`config.mk`:
```
export PLATFORM = sky130hd
export DESIGN_NAME = packet_sequence_reorder_buffer
export DESIGN_NICKNAME = d
export VERILOG_FILES = /design/src/sv/psrb_pkg.sv /design/src/sv/psrb_cell.sv /design/src/sv/packet_sequence_reorder_buffer.sv
export SDC_FILE = /design/constraint.sdc
export NUM_CORES = 1
export LEC_CHECK = 0
export ABC_AREA = 1
export BUFFER_PORTS_ARGS = -buffer_cell sky130_fd_sc_hd__buf_2
export CAP_MARGIN = 30
export CORE_MARGIN = 2
export CORE_UTILIZATION = 55
export CTS_CLUSTER_SIZE = 28
export DETAILED_ROUTE_END_ITERATION = 16
export PLACE_DENSITY_LB_ADDON = 0.08
export SYNTH_ARGS = -nofsm -noshare
export SYNTH_HDL_FRONTEND = slang
export SYNTH_HIERARCHICAL = 1
export SYNTH_SLANG_ARGS = --single-unit
```
`constraint.sdc`:
```
create_clock -name clk -period 9.3 [get_ports clk]
set_input_delay 1.395 -clock clk [delete_from_list [all_inputs] [get_ports clk]]
set_output_delay 1.395 -clock clk [all_outputs]
set_load 0.01 [all_outputs]
```
`src/sv/psrb_pkg.sv`:
```
`default_nettype none

package psrb_pkg;

    localparam int SEQ_W = 32;
    localparam int KEY_W = SEQ_W + 1;
    localparam int TAG_W_PORT = 16;
    localparam int VER_W = 8;
    localparam int EV_W = 2;

    localparam logic [VER_W-1:0] VERSION_RESET = 8'd15;

    localparam logic [EV_W-1:0] EV_DELIVER = 2'd0;
    localparam logic [EV_W-1:0] EV_LOST    = 2'd1;
    localparam logic [EV_W-1:0] EV_CLEARED = 2'd2;

    // Broadcast from the sequencer to every slot cell.
    typedef struct packed {
        logic [KEY_W-1:0]      key;
        logic                  wr_en;
        logic [SEQ_W-1:0]      wr_seq;
        logic [TAG_W_PORT-1:0] wr_tag;
        logic                  free_hit;
        logic                  clr_all;
    } cell_ctrl_t;

endpackage

`default_nettype wire

```
`src/sv/psrb_cell.sv`:
```
`default_nettype none

module psrb_cell
    import psrb_pkg::*;
#(
    parameter int TAG_W = 16
)
(
    input  wire logic             clk,
    input  wire logic             rst_n,
    input  wire cell_ctrl_t       ctrl,
    input  wire logic             take_in,
    output logic                  take_out,
    output logic                  valid,
    output logic                  hit,
    output logic [TAG_W-1:0]      hit_tag
);

    logic             valid_reg;
    logic             valid_next;
    logic             match_reg;
    logic             match_next;
    logic [SEQ_W-1:0] seq_reg;
    logic [TAG_W-1:0] tag_reg;
    logic             load;

    // Grant passes on only past occupied cells: the first free cell takes the write.
    assign take_out = take_in & valid_reg;
    assign load     = ctrl.wr_en & take_in & ~valid_reg;

    always_comb
    begin
        valid_next = valid_reg;
        if (ctrl.clr_all)
        begin
            valid_next = 1'b0;
        end
        else if (ctrl.free_hit && match_reg)
        begin
            valid_next = 1'b0;
        end
        else if (load)
        begin
            valid_next = 1'b1;
        end
        match_next = valid_reg & ({1'b0, seq_reg} == ctrl.key);
    end

    always_ff @(posedge clk or negedge rst_n)
    begin
        if (!rst_n)
        begin
            valid_reg <= 1'b0;
            match_reg <= 1'b0;
        end
        else
        begin
            valid_reg <= valid_next;
            match_reg <= match_next;
        end
    end

    always_ff @(posedge clk)
    begin
        if (load)
        begin
            seq_reg <= ctrl.wr_seq;
            tag_reg <= ctrl.wr_tag[TAG_W-1:0];
        end
    end

    assign valid   = valid_reg;
    assign hit     = match_reg;
    assign hit_tag = match_reg ? tag_reg : '0;

endmodule

`default_nettype wire

```
`src/sv/packet_sequence_reorder_buffer.sv`:
```
// Flow: a header is accepted only in idle, once the previous header is finished. Each
//   packet drained from the slots passes S_DRAIN_KEY and then S_DRAIN_R, as set by the
//   registered compare in every slot cell; a lost number first passes the slot lookup
//   (S_LOOKUP, S_LOOKUP_R). Output stalls can hold the sequencer.
// Reset (rst_n, asynchronous, active low): all slots empty, last delivered number 0,
//   expected version 15, output empty.
`default_nettype none

module packet_sequence_reorder_buffer
    import psrb_pkg::*;
#(
    parameter int SLOTS    = 8,
    parameter int TAG_BITS = 16
)
(
    input  wire logic         clk,
    input  wire logic         rst_n,
    // config write channel
    input  wire logic         cfg_valid,
    output logic              cfg_ready,
    input  wire logic [7:0]   cfg_data,     // expected_version
    // header input
    input  wire logic         s_tvalid,
    output logic              s_tready,
    input  wire logic [55:0]  s_tdata,      // version[7:0], seq_number[39:8], packet_tag[55:40]
    // result output
    output logic              m_tvalid,
    input  wire logic         m_tready,
    output logic [47:0]       m_tdata,      // out_tag[15:0], out_seq[47:16]
    output logic [1:0]        m_tuser,      // event_res[1:0]
    output logic              m_tlast       // last
);

    // Stored tag width: the port carries 16 bits, so anything above is always zero.
    localparam int TW = (TAG_BITS < TAG_W_PORT) ? TAG_BITS : TAG_W_PORT;

    localparam logic [2:0] S_IDLE      = 3'd0;
    localparam logic [2:0] S_CHECK     = 3'd1;
    localparam logic [2:0] S_LOOKUP    = 3'd2;
    localparam logic [2:0] S_LOOKUP_R  = 3'd3;
    localparam logic [2:0] S_DRAIN_KEY = 3'd4;
    localparam logic [2:0] S_DRAIN_R   = 3'd5;
    localparam logic [2:0] S_FINISH    = 3'd6;

    logic [2:0]            state_reg, state_next;
    logic [VER_W-1:0]      ver_cfg_reg;
    // Holds last_delivered + 1, 33 bits wide so the top of the number space matches nothing.
    logic [KEY_W-1:0]      next_reg, next_next;
    logic                  restart_reg, restart_next;

    // Accepted header
    logic [VER_W-1:0]      item_ver_reg;
    logic [SEQ_W-1:0]      item_seq_reg;
    logic [TAG_W_PORT-1:0] item_tag_reg;
    logic [TAG_W_PORT-1:0] item_tag_m;

    // Pending result: held back one step until it is known whether it is the last one
    logic                  pend_valid_reg, pend_valid_next;
    logic [EV_W-1:0]       pend_ev_reg, pend_ev_next;
    logic [TAG_W_PORT-1:0] pend_tag_reg, pend_tag_next;
    logic [SEQ_W-1:0]      pend_seq_reg, pend_seq_next;

    // Output register
    logic                  out_valid_reg, out_valid_next;
    logic [EV_W-1:0]       out_ev_reg, out_ev_next;
    logic [TAG_W_PORT-1:0] out_tag_reg, out_tag_next;
    logic [SEQ_W-1:0]      out_seq_reg, out_seq_next;
    logic                  out_last_reg, out_last_next;

    logic                  out_free;
    logic                  go;
    logic                  do_emit;
    logic                  do_fin;
    logic [EV_W-1:0]       emit_ev;
    logic [TAG_W_PORT-1:0] emit_tag;
    logic [SEQ_W-1:0]      emit_seq;

    // Slot chain
    cell_ctrl_t            ctrl;
    logic [SLOTS:0]        take;
    logic [SLOTS-1:0]      valid_vec;
    logic [SLOTS-1:0]      hit_vec;
    logic [TW-1:0]         hit_tag [SLOTS];
    logic [TW-1:0]         hit_tag_or;
    logic [TAG_W_PORT-1:0] hit_tag_ext;
    logic                  hit_any;
    logic                  any_valid;
    logic                  any_free;
    logic                  key_item;

    assign cfg_ready = 1'b1;
    assign s_tready  = (state_reg == S_IDLE);

    always_ff @(posedge clk or negedge rst_n)
    begin
        if (!rst_n)
        begin
            ver_cfg_reg <= VERSION_RESET;
        end
        else if (cfg_valid && cfg_ready)
        begin
            ver_cfg_reg <= cfg_data;
        end
    end

    // Latch the header on each accepted transaction
    always_ff @(posedge clk)
    begin
        if (s_tvalid && s_tready)
        begin
            item_ver_reg <= s_tdata[7:0];
            item_seq_reg <= s_tdata[39:8];
            item_tag_reg <= s_tdata[55:40];
        end
    end

    always_comb
    begin
        item_tag_m         = '0;
        item_tag_m[TW-1:0] = item_tag_reg[TW-1:0];
    end

    // ---------------------------------------------------------------
    // Slot cells: the free-slot grant ripples from cell 0 upward; each
    // cell compares the broadcast key and registers its own match.
    // ---------------------------------------------------------------
    assign take[0] = 1'b1;

    genvar gi;
    generate
        for (gi = 0; gi < SLOTS; gi++)
        begin : g_cell
            psrb_cell #(
                .TAG_W (TW)
            ) u_cell (
                .clk      (clk),
                .rst_n    (rst_n),
                .ctrl     (ctrl),
                .take_in  (take[gi]),
                .take_out (take[gi+1]),
                .valid    (valid_vec[gi]),
                .hit      (hit_vec[gi]),
                .hit_tag  (hit_tag[gi])
            );
        end
    endgenerate

    // Stored numbers are unique, so at most one cell matches and an OR picks its tag.
    always_comb
    begin
        hit_tag_or = '0;
        for (int i = 0; i < SLOTS; i++)
        begin
            hit_tag_or = hit_tag_or | hit_tag[i];
        end
        hit_tag_ext         = '0;
        hit_tag_ext[TW-1:0] = hit_tag_or;
    end

    assign hit_any   = |hit_vec;
    assign any_valid = |valid_vec;
    assign any_free  = ~take[SLOTS];

    assign out_free = ~out_valid_reg | m_tready;
    // A new result may replace the pending one only if that one can move to the output.
    assign go       = ~pend_valid_reg | out_free;

    // ---------------------------------------------------------------
    // Sequencer
    // ---------------------------------------------------------------
    always_comb
    begin
        state_next    = state_reg;
        next_next     = next_reg;
        restart_next  = restart_reg;
        do_emit       = 1'b0;
        do_fin        = 1'b0;
        emit_ev       = EV_DELIVER;
        emit_tag      = '0;
        emit_seq      = '0;
        key_item      = 1'b0;

        ctrl          = '0;
        ctrl.wr_seq   = item_seq_reg;
        ctrl.wr_tag   = item_tag_m;

        case (state_reg)
            S_IDLE:
            begin
                if (s_tvalid)
                begin
                    state_next = S_CHECK;
                end
            end
            S_CHECK:
            begin
                if (item_ver_reg != ver_cfg_reg)
                begin
                    state_next = S_IDLE;
                end
                else if (item_seq_reg == 32'd1)
                begin
                    // Restart: deliver, then drain and clear what is left
                    do_emit      = 1'b1;
                    emit_ev      = EV_DELIVER;
                    emit_tag     = item_tag_m;
                    emit_seq     = item_seq_reg;
                    next_next    = 33'd2;
                    restart_next = 1'b1;
                    state_next   = S_DRAIN_KEY;
                end
                else if ({1'b0, item_seq_reg} == next_reg)
                begin
                    do_emit      = 1'b1;
                    emit_ev      = EV_DELIVER;
                    emit_tag     = item_tag_m;
                    emit_seq     = item_seq_reg;
                    next_next    = next_reg + 33'd1;
                    restart_next = 1'b0;
                    state_next   = S_DRAIN_KEY;
                end
                else if ({1'b0, item_seq_reg} > next_reg)
                begin
                    state_next = S_LOOKUP;
                end
                else
                begin
                    // Stale or repeated number
                    state_next = S_IDLE;
                end
            end
            S_LOOKUP:
            begin
                key_item   = 1'b1;
                state_next = S_LOOKUP_R;
            end
            S_LOOKUP_R:
            begin
                key_item = 1'b1;
                if (hit_any)
                begin
                    // Already parked: drop the duplicate
                    state_next = S_IDLE;
                end
                else if (any_free)
                begin
                    ctrl.wr_en = 1'b1;
                    state_next = S_IDLE;
                end
                else if (go)
                begin
                    // No room: give up on the missing number and drop this packet
                    do_emit      = 1'b1;
                    emit_ev      = EV_LOST;
                    emit_seq     = next_reg[SEQ_W-1:0];
                    next_next    = next_reg + 33'd1;
                    restart_next = 1'b0;
                    state_next   = S_DRAIN_KEY;
                end
            end
            S_DRAIN_KEY:
            begin
                state_next = S_DRAIN_R;
            end
            S_DRAIN_R:
            begin
                if (hit_any)
                begin
                    if (go)
                    begin
                        do_emit       = 1'b1;
                        emit_ev       = EV_DELIVER;
                        emit_tag      = hit_tag_ext;
                        emit_seq      = next_reg[SEQ_W-1:0];
                        ctrl.free_hit = 1'b1;
                        next_next     = next_reg + 33'd1;
                        state_next    = S_DRAIN_KEY;
                    end
                end
                else if (restart_reg && any_valid)
                begin
                    if (go)
                    begin
                        do_emit      = 1'b1;
                        emit_ev      = EV_CLEARED;
                        ctrl.clr_all = 1'b1;
                        state_next   = S_FINISH;
                    end
                end
                else
                begin
                    state_next = S_FINISH;
                end
            end
            S_FINISH:
            begin
                if (out_free)
                begin
                    do_fin     = 1'b1;
                    state_next = S_IDLE;
                end
            end
            default:
            begin
                state_next = S_IDLE;
            end
        endcase

        ctrl.key = key_item ? {1'b0, item_seq_reg} : next_reg;
    end

    // Move results: pending -> output register
    always_comb
    begin
        pend_valid_next = pend_valid_reg;
        pend_ev_next    = pend_ev_reg;
        pend_tag_next   = pend_tag_reg;
        pend_seq_next   = pend_seq_reg;
        out_valid_next  = out_valid_reg & ~m_tready;
        out_ev_next     = out_ev_reg;
        out_tag_next    = out_tag_reg;
        out_seq_next    = out_seq_reg;
        out_last_next   = out_last_reg;

        if (do_emit)
        begin
            if (pend_valid_reg)
            begin
                out_valid_next = 1'b1;
                out_ev_next    = pend_ev_reg;
                out_tag_next   = pend_tag_reg;
                out_seq_next   = pend_seq_reg;
                out_last_next  = 1'b0;
            end
            pend_valid_next = 1'b1;
            pend_ev_next    = emit_ev;
            pend_tag_next   = emit_tag;
            pend_seq_next   = emit_seq;
        end
        else if (do_fin && pend_valid_reg)
        begin
            out_valid_next  = 1'b1;
            out_ev_next     = pend_ev_reg;
            out_tag_next    = pend_tag_reg;
            out_seq_next    = pend_seq_reg;
            out_last_next   = 1'b1;
            pend_valid_next = 1'b0;
        end
    end

    always_ff @(posedge clk or negedge rst_n)
    begin
        if (!rst_n)
        begin
            state_reg      <= S_IDLE;
            next_reg       <= 33'd1;
            restart_reg    <= 1'b0;
            pend_valid_reg <= 1'b0;
            out_valid_reg  <= 1'b0;
        end
        else
        begin
            state_reg      <= state_next;
            next_reg       <= next_next;
            restart_reg    <= restart_next;
            pend_valid_reg <= pend_valid_next;
            out_valid_reg  <= out_valid_next;
        end
    end

    always_ff @(posedge clk)
    begin
        pend_ev_reg  <= pend_ev_next;
        pend_tag_reg <= pend_tag_next;
        pend_seq_reg <= pend_seq_next;
        out_ev_reg   <= out_ev_next;
        out_tag_reg  <= out_tag_next;
        out_seq_reg  <= out_seq_next;
        out_last_reg <= out_last_next;
    end

    assign m_tvalid = out_valid_reg;
    assign m_tdata  = {out_seq_reg, out_tag_reg};
    assign m_tuser  = out_ev_reg;
    assign m_tlast  = out_last_reg;

`ifndef NO_ASSERTIONS
    // A finished header leaves nothing pending behind it
    a_idle_no_pend: assert property (@(posedge clk) disable iff (!rst_n)
        state_reg == S_IDLE |-> !pend_valid_reg)
        else $error("pending result left over in idle");

    // Every header that reaches the end has produced at least one result
    a_finish_pend: assert property (@(posedge clk) disable iff (!rst_n)
        state_reg == S_FINISH |-> pend_valid_reg)
        else $error("finish without a pending result");

    // Parked numbers are unique, so the key never matches two cells
    a_single_hit: assert property (@(posedge clk) disable iff (!rst_n)
        $onehot0(hit_vec))
        else $error("more than one slot matches the key");

    // The expected number never wraps to zero
    a_next_nonzero: assert property (@(posedge clk) disable iff (!rst_n)
        next_reg != '0)
        else $error("expected number wrapped");
`endif

endmodule

`default_nettype wire
```
==> flow_summary_export.csv, run 1 <==
group,metric,value,unit
status,status,"completed",
synth,post_synth.cell_area_avg,9.580,µm²
floorplanning,core-area,51090,µm²
global_routing,grt_pass1_vias,19554,
cts,postCtsSetupRepairBufs,0,
global_routing,grt_max_degree,68,
synth,ys_types,38,
timing,fmax,205.2,MHz
floorplanning,start_util,0.5537,
final_layout,final_common_cell,"nand2_1",
timing,finalCritPeriodShare,0.5240,
pwr,vdd_ir_drop_max,0.1686,mV
pwr,intPower,4687,µW
final_layout,finalNetCount,3247,
pwr,power_switching,1557,µW
detailed_routing,routed_via_density,5.227,
global_routing,grt_pass1_wl,114.8,mm
critical_path,worst_ep_arrival_time,5.14,ns
critical_path,cp-start-kind,"register",
cts,clkSinkCount,604,
place,pre_cts_slack,4.397,ns
synth,synth_cells,2953,
timing,rsz0062_at_grt,"false",
final_layout,areaGrowthSynthToFinish,13.27,%
detailed_routing,detail-route-antenna-nets,0,
cts,post_cts_resized,0,
pwr,p_leak,0.01399,µW
flow_run,maxCapViolations,0,
critical_path,crit_type,"register to register",
detailed_routing,drt-pass1-iter-count,6,
timing,layout_setup_ws,4.427,ns
detailed_routing,drtIter0Drc,1791,
pwr,power_density,194.8,nW/µm²
cts,clockBufferDepth,3,
cts,holdBufCountCts,0,
global_routing,antenna_found_initial,0,
critical_path,slowest_stage,"buf_4",
global_routing,grt_overflow,0,
detailed_routing,wl_per_cell,19.64,µm
pwr,p_clk_frac,0.398,
floorplanning,die-area,53270,µm²
critical_path,max_stage_delay,0.67,ns
final_layout,largest_register_ffs,256,
detailed_routing,drc,0,
place,gp_congestion,0.9157,
floorplanning,die_h,230.8,µm
timing,fin_skew,0.01401,ns
final_layout,final_cell_mix,"nand2_1, edfxtp_1, inv_1",
synth,seq_area_frac_synth,0.6302,
detailed_routing,drt_wl_total,76.16,mm
synth,ys_ff_latch,604,
timing,finalSetupTns,0,ns
final_layout,layout-drive-gt1-share,0.1132,
critical_path,worstPathRequired,9.57,ns
worst_hold_path,hold_class,"register to register",
cts,htreeDepth,2,
pwr,power_frac_comb,0.088,
final_layout,fillers,4230,
critical_path,endpoint_kind,"register",
detailed_routing,routed-via-count,20272,
pwr,p_sw_frac,0.2493,
cts,root_buffer,"clkbuf_16",
timing,slew_violations,0,
timing,hold_violations,0,
place,hpwl,52.58,mm
floorplanning,die_w,230.8,µm
critical_path,path_max_fanout,53,
pwr,power_frac_seq,0.514,
cts,clkTransAtPathRegs,0.06,ns
global_routing,grt_use_total,0.2897,
synth,syn-cell-area,28290,µm²
cts,cts_buffers,61,
synth,yosysWarnings,6,
timing,fin_crit,4.873,ns
floorplanning,ios,123,
critical_path,crit_chain,"ha_1 -> nand2_1 -> nor2_1 -> nand2_1 -> nor2_1 -> nand3_2 -> nand2_2 -> nand3_2 -> nand2_2 -> buf_4 -> nand2_1 -> nand2_2 -> buf_4",
cts,insertion_delay,0.63,ns
floorplanning,rows,83,
timing,setup_viol,0,
timing,slew_headroom,0.3313,
timing,tightest_slew,1.001,ns
place,numPortBuffers,121,
cts,cts_tree,"built",
-- synthesized netlist by cell type --
library cell / instances / area share
a211oi_1: 8 / 0.0021
a21o_1: 2 / 0.00053
a21oi_1: 53 / 0.0094
a21oi_2: 1 / 0.00031
a21oi_4: 1 / 0.00058
buf_2: 25 / 0.0044
buf_4: 6 / 0.0016
clkbuf_1: 17 / 0.0023
conb_1: 1 / 0.00013
dfrtp_1: 58 / 0.051
dfstp_2: 5 / 0.0046
edfxtp_1: 541 / 0.57
ha_1: 33 / 0.015
inv_1: 502 / 0.067
inv_2: 39 / 0.0052
mux2_2: 6 / 0.0024
nand2_1: 947 / 0.13
nand2_2: 3 / 0.00066
nand2_4: 2 / 0.00080
nand3_1: 76 / 0.013
nand3_2: 10 / 0.0035
nand4_1: 7 / 0.0015
nor2_1: 312 / 0.041
nor2_2: 3 / 0.00066
nor2_4: 6 / 0.0024
nor3_1: 18 / 0.0032
nor3_2: 2 / 0.00071
nor3_4: 8 / 0.0046
nor4_1: 34 / 0.0075
o211ai_1: 8 / 0.0021
o21ai_0: 59 / 0.010
o21ai_1: 33 / 0.0058
o221ai_2: 1 / 0.00053
o22ai_1: 33 / 0.0073
or2_0: 8 / 0.0018
or2_1: 8 / 0.0018
xnor2_1: 36 / 0.011
xor2_1: 41 / 0.013
-- worst max-delay path, delay by kind of cell, from the launching register on --
kind | cells | cell delay (ns)
flip-flops | 1 | 0.58
AND/OR/NAND/NOR | 10 | 2.30
adder cells (fa/ha/maj) | 1 | 0.36
buffers and inverters | 2 | 1.17
-- metrics by stage --
stage	instance area [µm²]	utilization	hold slack [ns]	total power, µW	std cells
finish	32040	0.6272	0.4164	6243	3878
global route	32040	0.6271	0.4272	6467	3877
CTS	32030	0.6270	0.4160	6276	3876
detailed placement	30000	0.5872	0.4045	3809	3761
global placement	29970	0.5866	0.4008	3788	3759
floorplan	28300	-	0.4003	3576	2956
-- final timing paths --
path | from | cells after the start | to | slack, ns
worst min-delay path | pend_seq_reg[15]$_DFFE_PP_ | 0 | out_seq_reg[15]$_DFFE_PP_ | 0.42
worst min register to register | pend_seq_reg[15]$_DFFE_PP_ | 0 | out_seq_reg[15]$_DFFE_PP_ | 0.42
max in group asynchronous | rst_n | 2 | next_reg[6]$_DFFE_PN0P_ | 7.71
worst max-delay path | item_seq_reg[29]$_DFFE_PP_ | 13 | out_seq_reg[8]$_DFFE_PP_ | 4.43
worst max register to register | item_seq_reg[29]$_DFFE_PP_ | 13 | out_seq_reg[8]$_DFFE_PP_ | 4.43
min in group asynchronous | rst_n | 2 | ver_cfg_reg[5]$_DFFE_PN0P_ | 0.98
-- cell type report --
| type | instances | area [µm²] | share of cell area |
|---|---|---|---|
| diodes | 1 | 2.502 | 0.00007809 |
| clock buffers | 86 | 1712 | 0.05341 |
| well taps | 680 | 850.8 | 0.02655 |
| clock inverters | 29 | 319.1 | 0.009957 |
| flip-flops and latches | 604 | 17830 | 0.5564 |
| repair buffers | 174 | 1021 | 0.03186 |
| inverters | 541 | 2031 | 0.06337 |
| multi-input cells | 1763 | 8280 | 0.2584 |
-- logic make-up after synthesis --
group	synth area share
buffers and inverters	0.08005
DFF	0.6302
adders and majority gates	0.01460
muxes	0.002388
and+or+nand+nor	0.2096
other	0.0001326
xor gates and xnor gates	0.02384
AOI/OAI and AO/OA	0.03914
-- power groups by stage --
stage / Clock [µW] / Sequential [µW] / Combinational, µW
2_1_floorplan: 0 / 3220 / 358
3_3_place_gp: 0 / 3250 / 534
3_5_place_dp: 0 / 3260 / 544
4_1_cts: 2520 / 3210 / 548
5_1_grt: 2630 / 3220 / 612
6_report: 2480 / 3210 / 551
-- routing by layer --
layer  global-route usage  up-vias  share of wire  wire [µm]
met3              0.03607      125          0.065       4952
met2               0.4622      738           0.47      35500
met1               0.4149     9617           0.44      33430
met4              0.09657        0          0.030       2281
li1                     -     9792              -          -
met5                    0        -              0          0
Note: power is estimated with default switching activity, not from simulation.
==> inputs of run 2 (changes only) <==
clock period = 3.95 ns   (was 9.3 ns; I/O delays follow)
==> flow_summary_export.csv, run 2 (synthesis results as in run 1) <==
group,metric,value,unit
status,status,"completed",
detailed_routing,drt_wl_total,75.95,mm
timing,fmax,296.6,MHz
cts,cts_tree,"built",
global_routing,grt_use_total,0.2886,
critical_path,timing.rr.start,"g_cell[0].u_cell/valid$_DFFE_PN0P_",
final_layout,areaGrowthSynthToFinish,14.48,%
floorplanning,rows,83,
timing,fin_crit,3.372,ns
global_routing,antenna_found_initial,0,
final_layout,finalNetCount,3279,
critical_path,max_stage_delay,0.64,ns
timing,slew_headroom,0.3946,
pwr,p_clk_frac,0.404,
global_routing,grt_max_degree,64,
pwr,p_leak,0.01418,µW
critical_path,cp_top_family,"buffers and inverters",
critical_path,setup.worst_path.start,"g_cell[0].u_cell/valid$_DFFE_PN0P_",
place,gp_congestion,0.9364,
critical_path,worst-path-stages,23,
critical_path,ff2ff_path_depth,23,
pwr,finalPower,14970,µW
place,pre_cts_slack,0.6747,ns
detailed_routing,routed-via-count,20457,
pwr,power_density,462.4,nW/µm²
cts,clockBufferDepth,3,
critical_path,cpMostUsedCell,"nand2_1",
final_layout,diodes,0,
pwr,power_frac_comb,0.089,
final_layout,seqCellArea,17830,µm²
critical_path,rrSetupSlack,0.58,ns
pwr,p_sw_frac,0.2554,
critical_path,cp.buffers_inverters,10,
cts,postCtsSetupRepairBufs,0,
timing,rsz0062_at_grt,"false",
floorplanning,core-area,51090,µm²
critical_path,crit_type,"register to register",
cts,holdBufCountCts,0,
critical_path,path_max_fanout,52,
place,hpwl,52.16,mm
floorplanning,die_w,230.8,µm
timing,hold_violations,0,
detailed_routing,wl_per_cell,19.43,µm
detailed_routing,drt-pass1-iter-count,8,
timing,hold_ws,0.1575,ns
detailed_routing,routed_via_density,5.232,
timing,slew_violations,0,
final_layout,fillers,4220,
global_routing,grt_pass1_vias,19642,
critical_path,worst_ep_arrival_time,3.59,ns
cts,cts_buffers,66,
critical_path,r2r-end,"pend_tag_reg[12]$_DFFE_PP_",
final_layout,largest_register_ffs,256,
critical_path,cp-endpoint,"pend_tag_reg[12]$_DFFE_PP_",
final_layout,final_cell_mix,"nand2_1, edfxtp_1, inv_1",
pwr,power_frac_seq,0.507,
final_layout,multiInputGateArea,8280,µm²
floorplanning,start_util,0.5537,
cts,root_buffer,"clkbuf_16",
critical_path,worstPathRequired,4.17,ns
timing,fin_skew,0.02191,ns
timing,layout_setup_ws,0.5779,ns
cts,clkTransAtPathRegs,0.06,ns
global_routing,grt_pass1_wl,114.7,mm
cts,insertion_delay,0.61,ns
global_routing,grt_overflow,0,
cts,post_cts_resized,0,
floorplanning,die-area,53270,µm²
final_layout,layout-drive-gt1-share,0.1220,
detailed_routing,drtIter0Drc,1907,
detailed_routing,drc,0,
pwr,vdd_ir_drop_max,0.3993,mV
worst_hold_path,hold_class,"input pin to register",
cts,clkSinkCount,604,
pwr,intPower,11150,µW
floorplanning,die_h,230.8,µm
critical_path,crit_chain,"nand2_1 -> inv_1 -> nand2_1 -> inv_1 -> nand2_1 -> inv_1 -> nand2_1 -> inv_1 -> nand2_1 -> inv_1 -> nand2_1 -> inv_1 -> nand2_1 -> inv_1 -> nand2_1 -> inv_1 -> nand3_1 -> nand2_1 -> nand2_1 -> nand2_1 -> inv_2 -> nand2_2 -> buf_4",
critical_path,endpoint_kind,"register",
timing,setup_viol,0,
final_layout,final_common_cell,"nand2_1",
detailed_routing,detail-route-antenna-nets,0,
flow_run,maxCapViolations,0,
critical_path,cp-start-kind,"register",
floorplanning,ios,123,
timing,tightest_slew,0.9081,ns
critical_path,slowest_stage,"buf_4",
pwr,power_switching,3824,µW
place,numPortBuffers,121,
timing,finalCritPeriodShare,0.8537,
cts,htreeDepth,3,
[run 2: power by group through the flow]
| stage | logic, µW | clock network (µW) | registers (µW) |
|---|---|---|---|
| floorplan | 843 | 0 | 7580 |
| global placement | 1300 | 0 | 7720 |
| detailed placement | 1330 | 0 | 7720 |
| CTS | 1330 | 6150 | 7590 |
| global route | 1490 | 6370 | 7620 |
| finish | 1330 | 6050 | 7590 |
[run 2: worst min path at each step]
stage          cells after the start                  startpoint                             end  slack [ns]
4_1_cts                            1                 s_tdata[45]         item_tag_m[5]$_DFFE_PP_        0.13
5_1_grt                            1                  s_tdata[5]       item_ver_reg[5]$_DFFE_PP_        0.13
2_1_floorplan                      0                       rst_n  g_cell[0].u_cell/hit$_DFF_PN0_        0.30
6_report                           1                 s_tdata[47]         item_tag_m[7]$_DFFE_PP_        0.16
3_3_place_gp                       0  pend_tag_reg[10]$_DFFE_PP_       out_tag_reg[10]$_DFFE_PP_        0.40
3_5_place_dp                       0  pend_seq_reg[14]$_DFFE_PP_       out_seq_reg[14]$_DFFE_PP_        0.41
[run 2: metal layers]
metal | track usage | routed length, µm
met5 | 0 | 0
met4 | 0.09556 | 2263
met3 | 0.04274 | 5275
met2 | 0.4501 | 34580
met1 | 0.4180 | 33840
[run 2: cell type report]
| class | instances | share of cell area |
|---|---|---|
| clock inverters | 40 | 0.01105 |
| flip-flops and latches | 604 | 0.5505 |
| inverters | 541 | 0.06270 |
| well taps | 680 | 0.02627 |
| repair buffers | 201 | 0.03979 |
| multi-input cells | 1763 | 0.2557 |
| clock buffers | 81 | 0.05401 |
[run 2: stage by stage]
| step | instance area (µm²) | instances | utilization | TNS [ns] |
|---|---|---|---|---|
| finish | 32390 | 3910 | 0.6339 | 0 |
| floorplan | 28320 | 2956 | - | -5.250 |
| CTS | 32390 | 3910 | 0.6339 | 0 |
| global route | 32390 | 3910 | 0.6339 | 0 |
| detailed placement | 30280 | 3789 | 0.5926 | 0 |
| global placement | 30250 | 3786 | 0.5920 | 0 |
